### config.mk
export PLATFORM = sky130hd
export DESIGN_NAME = lmbp_encoder
export DESIGN_NICKNAME = d
export VERILOG_FILES = /design/src/rtl/lmbp_pkg.sv /design/src/rtl/lmbp_encoder.sv
export SDC_FILE = /design/constraint.sdc
export NUM_CORES = 1
export LEC_CHECK = 0
export BUFFER_PORTS_ARGS = -buffer_cell sky130_fd_sc_hd__buf_2
export CAP_MARGIN = 40
export CORE_UTILIZATION = 49
export CTS_CLUSTER_SIZE = 14
export DETAILED_ROUTE_END_ITERATION = 8
export PLACE_DENSITY = 0.81
export SYNTH_ARGS = -nofsm -noshare
export SYNTH_HDL_FRONTEND = slang
export SYNTH_SLANG_ARGS = --single-unit
export TNS_END_PERCENT = 10
### constraint.sdc
create_clock -name clk -period 2.15 [get_ports clk]
set_clock_uncertainty 0.05 [all_clocks]
set_input_delay 0.215 -clock clk [delete_from_list [all_inputs] [get_ports clk]]
set_output_delay 0.215 -clock clk [all_outputs]
set_load 0.02 [all_outputs]
### src/rtl/lmbp_pkg.sv
`timescale 1ns / 1ps
`default_nettype none
package lmbp_pkg;

    // Fixed field widths
    localparam int PIXEL_W = 12;
    localparam int PIN_W   = 10;

    // Item operation codes
    localparam logic OP_WRITE = 1'b0;
    localparam logic OP_SCAN  = 1'b1;

    // Control word for the encoder stage, aligned with the RAM read data
    typedef struct packed {
        logic       valid;
        logic       last;
        logic       clear_prev;
        logic [1:0] plane;
        logic [3:0] row;
    } enc_ctrl_t;

endpackage
`default_nettype wire

### src/rtl/lmbp_encoder.sv
`timescale 1ns / 1ps
`default_nettype none
module lmbp_encoder #(
    parameter int CW = 6
) (
    input  logic                            clk,
    input  logic                            rst_n,
    input  lmbp_pkg::enc_ctrl_t             ctrl,
    input  logic [CW-1:0]                   col,
    input  logic [lmbp_pkg::PIXEL_W-1:0]    upper,
    input  logic [lmbp_pkg::PIXEL_W-1:0]    lower,
    output logic                            result_valid,
    output logic [lmbp_pkg::PIN_W-1:0]      set_mask,
    output logic [lmbp_pkg::PIN_W-1:0]      reset_mask,
    output logic [5:0]                      column_index,
    output logic                            last_word
);
    import lmbp_pkg::*;

    logic [PIN_W-1:0] prev_reg, prev_next;
    logic [PIN_W-1:0] pin_word;
    logic [PIN_W-1:0] diff;
    logic [CW+5:0]    col_ext;
    logic [3:0]       pos_b, pos_g, pos_r;

    logic             valid_reg;
    logic [PIN_W-1:0] set_reg, clr_reg;
    logic [5:0]       col_reg;
    logic             last_reg;

    // Bit positions of the plane within each color channel
    assign pos_b = {2'b00, ctrl.plane};
    assign pos_g = pos_b + 4'd4;
    assign pos_r = pos_b + 4'd8;

    // Pin word: R1 G1 B1 R2 G2 B2, then row address A-D
    assign pin_word = {ctrl.row,
                       lower[pos_b], lower[pos_g], lower[pos_r],
                       upper[pos_b], upper[pos_g], upper[pos_r]};

    assign diff    = prev_reg ^ pin_word;
    assign col_ext = {6'b000000, col};

    // Previous word: cleared on restart, follows each emitted word
    always_comb
    begin
        prev_next = prev_reg;
        if (ctrl.clear_prev)
        begin
            prev_next = '0;
        end
        else if (ctrl.valid)
        begin
            prev_next = pin_word;
        end
    end

    always_ff @(posedge clk or negedge rst_n)
    begin
        if (!rst_n)
        begin
            prev_reg  <= '0;
            valid_reg <= 1'b0;
        end
        else
        begin
            prev_reg  <= prev_next;
            valid_reg <= ctrl.valid;
        end
    end

    // Output word registers
    always_ff @(posedge clk)
    begin
        if (ctrl.valid)
        begin
            set_reg  <= diff & pin_word;
            clr_reg  <= diff & prev_reg;
            col_reg  <= col_ext[5:0];
            last_reg <= ctrl.last;
        end
    end

    assign result_valid = valid_reg;
    assign set_mask     = set_reg;
    assign reset_mask   = clr_reg;
    assign column_index = col_reg;
    assign last_word    = last_reg;

endmodule
`default_nettype wire
After elaboration in Yosys (flattened, before gate mapping):

Cells that the tools add are included.

* flip-flop bits (word level): 38
* word-level logic and storage cells: 29

* $add $sub $neg: 2
* multiplexer cells: 14
* order comparisons: 3
* bitwise logic cells: 3
* reductions and logical operators: 1

Operator list (number)
* 10-bit AND: 2
* 10-bit two-way mux: 2
* 1-bit binary-select mux with 4-bit select: 4
* 4-bit by 5-bit < comparator with 1-bit output, second input constant: 2
* 10-bit XOR: 1
* 1-bit two-way mux: 6
* 2-bit by 5-bit < comparator with 1-bit output, second input constant: 1
* 2-bit by 3-bit adder with 4-bit output, second input constant: 1
* 2-bit by 4-bit adder with 4-bit output, second input constant: 1
* 1-bit binary-select mux with 2-bit select: 2
* 2-bit nonzero test: 1

Logic depth before layout (Yosys ltp):

* depth in word-level cells: 5
* mapped depth: 4
* mapped depth without buffers: 2

Least setup slack after synthesis:

Ideal clock, no wire load.

* path kind: input to register
* start point: in ctrl[4] in the netlist's numbering
* end point: reg set_reg[0], in the netlist set_mask[0] (data pin)
* path slack: 0.881 ns
* buffers on the path: 1
* data arrival time: 0.965 ns
* library setup time: 0.254 ns
* stages on the path: 3
* cells stage by stage: buf_6 mux4_2 nor2b_1

* word-level cells in the longest chain between the ends: 5

RTL lines
* start, declared: RTL line lmbp_encoder.sv:8 `input lmbp_pkg::enc_ctrl_t ctrl,`
* 2-bit by 4-bit adder with 4-bit output *: RTL line lmbp_encoder.sv:34 `assign pos_r = pos_b + 4'd8;`
* 1-bit binary-select mux with 4-bit select *: RTL line lmbp_encoder.sv:39 `upper[pos_b], upper[pos_g], upper[pos_r]};`
* 1-bit two-way mux (implied by the code) *: RTL line lmbp_encoder.sv:39
* 10-bit XOR: RTL line lmbp_encoder.sv:41 `assign diff = prev_reg ^ pin_word;`
* 10-bit AND *: RTL line lmbp_encoder.sv:77 `set_reg <= diff & pin_word;`
* end signal, assigned: RTL line lmbp_encoder.sv:77
* end, declared: RTL line lmbp_encoder.sv:27 `logic [PIN_W-1:0] set_reg, clr_reg;`

Mark *: on every way between the ends. The rest lies on a longest branch, timed or not. The select of a mux whose other input is x is not followed.
A chain may end at the register's enable or synchronous reset.

Worst setup path in the final report:

* start point: in ctrl[8] in the netlist's numbering
* end point: reg prev_reg[3]

* word-level cells in the longest chain between the ends: 1

RTL lines
* 2-bit nonzero test (no line)
* end signal, assigned: RTL line lmbp_encoder.sv:67 `prev_reg <= prev_next;`
* end, declared: RTL line lmbp_encoder.sv:20 `logic [PIN_W-1:0] prev_reg, prev_next;`

Every way passes these cells.

==> out/results.tsv <==
stage	metric	value	unit
worst_hold_path	min_path_type	input pin to flip-flop	
synth	yosysSeqAreaShare	62.9	%
worst_setup_path	arrival	1.37	ns
synth	syn_area	1730	µm²
global_routing	grt.overflow.total	0	
cells_and_area	n_antenna_cell	0	
cts	cts_sinks	38	
run_status	status	completed	
sta	setup_viol	0	
sta	worstMarginPinSlew	0.470	ns
run	maxCapViolations	0	
global_routing	track_usage	17.7	%
synth	syn_area_per_cell	16.6	µm²
cells_and_area	drive_gt1_share	51.1	%
global_routing	grt_start_max_net_pins	19	
sta	drv_slew	0	
drt	final_antenna_net_count	0	
cells_and_area	final_common_cell	buf_2	
synth	ys_warn_count	0	
worst_setup_path	start_kind	input pin	
worst_setup_path	worst-path-stages	4	
cts	clkTransAtPathRegs	0.10	ns
drt	routed_wl	3.05	mm
drt	drt_first_pass_iters	6	
placed_design	portBuffers	68	
worst_setup_path	critPathCaptureType	flip-flop	
cells_and_area	fin_nets	224	
synth	synthMuxAreaShare	17.1	%
worst_setup_path	critPathSlowestCell	nand3b_1	
worst_hold_path	min_delay_path_depth	3	
worst_setup_path	slowest_delay	0.33	ns
synth	synth_xor_area_share	0	%
worst_setup_path	path_buf_inv	2	
pwr	leakage	0.994	nW
cts	cts_resized	0	
worst_setup_path	required	2.35	ns
pwr	p_per_area	700	nW/µm²
pwr	power.total	1.57	mW
synth	ys_ff_latch	38	
floorplan	die_area	3760	µm²
drt	wire_per_inst	13.3	µm
synth	synth_compound_area_share	5.22	%
floorplan	pin_count	69	
placed_design	dp_hpwl	2.27	mm
sta	fin_crit	1.17	ns
worst_setup_path	cp_max_fo	17	
synth	syn_nets	145	
cts	clockBufferDepth	2	
worst_setup_path	ff2ff_path_depth	2	
cts	postCtsSetupBuffers	0	
worst_setup_path	critPathTopFamily	buffers and inverters	
synth	syn_inst	104	
global_routing	grt_pass1_wl	4.48	mm
global_routing	grt_pass1_vias	1115	
cts	cts_tree	built	
pwr	ir_drop	0.377	mV
sta	tns	0	ns
placed_design	gp_congestion	0.863	
drt	first_iter_violations	19	
worst_setup_path	criticalPathCategory	input pin to flip-flop	
sta	final_hold_viol_count	0	
drt	vias	1164	
worst_setup_path	crit_chain	buf_2 -> buf_4 -> nand3b_1 -> o221ai_2	
floorplan	core_area	3360	µm²
sta	fmax	858	MHz
synth	synth_cell_types	13	
cts	cts_buffers	5	
floorplan	dieHeight	61.3	µm
cells_and_area	final_core_util	66.9	%
sta	rsz0062_at_grt	no	
cells_and_area	syn2layout_area_growth	30.3	%
global_routing	antenna_found_initial	0	
cells_and_area	final_cell_mix	buf_2, edfxtp_1, nor2b_1, mux2i_1, dfrtp_1	
cts	insertion_delay	0.33	ns
drt	viasPerCell	5.06	
floorplan	initial_core_util	51.3	%
drt	drc	0	
floorplan	fp.dieW	61.3	µm
floorplan	row_count	21	
cts	htreeDepth	2	
synth	synth_top_family_by_area	multiplexers	
sta	max-slew-margin-rel	68.7	%
synth	synthSimpleGateAreaFrac	12.1	%
sta	period_share	54.2	%
cts	root_buffer	clkbuf_4	
synth	yosys.area_share.adder	0	%
[per-stage QoR]
stage	std cells	setup WS, ns	cell area [µm²]	hold WS, ns
3_5_place_dp	214	0.593	2090	0.0542
3_3_place_gp	214	0.695	2090	0.0455
2_1_floorplan	104	0.881	1730	-0.131
6_report	230	0.985	2250	0.106
4_1_cts	230	0.966	2250	0.0863
5_1_grt	230	0.895	2250	0.0911
[cells by family (layout without fill, tap and decap cells)]
family,count (synthesis),count (layout)
buf+inv,6,86
mux,22,22
compound gates,6,6
flops,38,38
simple gates,32,32
[synth_stat cells, drive strengths merged]
master  number  area, µm²
buf          6       45.0
dfrtp       11        275
edfxtp      27        811
mux2i       16        160
mux4         6        135
nand3b       1       7.51
nor2         4       15.0
nor2b       20        125
o221ai       6       90.1
or3b         7       61.3
[timing repair]
action,4_1_cts,5_1_grt
hold endpoints to repair,18,0
hold buffers,8,0
endpoints found under the setup margin,0,0
[worst reg2reg max path, stage by stage, from the launching register on]
cell      delay, ns
dfrtp_1        0.39
or3b_2         0.47
o221ai_2       0.08
[layout make-up]
type                    instances  area [µm²]
repair buffers                 78         435
flip-flops and latches         38        1090
clock inverters                 1        30.0
clock buffers                   7        45.0
fillers                       263        1110
multi-input cells              60         594
well taps                      46        57.6
[worst paths after layout]
check / from / end / slack (ns)
max in group asynchronous: rst_n / prev_reg[1] / 1.60
setup reg to reg: prev_reg[3] / prev_reg[3] / 1.08
hold / removal: ctrl[3] / prev_reg[9] / 0.11
min in group asynchronous: rst_n / prev_reg[2] / 0.24
hold reg to reg: prev_reg[7] / prev_reg[7] / 0.51
setup / recovery: ctrl[8] / prev_reg[3] / 0.98
[metal layers]
layer	routed length [µm]	up-vias	GRT usage (%)
li1	-	556	-
met1	1100	559	16.8
met2	1720	39	31.5
met3	153	10	6.30
met4	86	0	12.4
met5	0	-	0
[where the power goes]
group	total (mW)	internal [mW]	switching, mW
Sequential	0.862	0.844	0.0178
Clock	0.453	0.247	0.206
Combinational	0.260	0.120	0.140
Note: power is estimated with default switching activity, not from simulation.
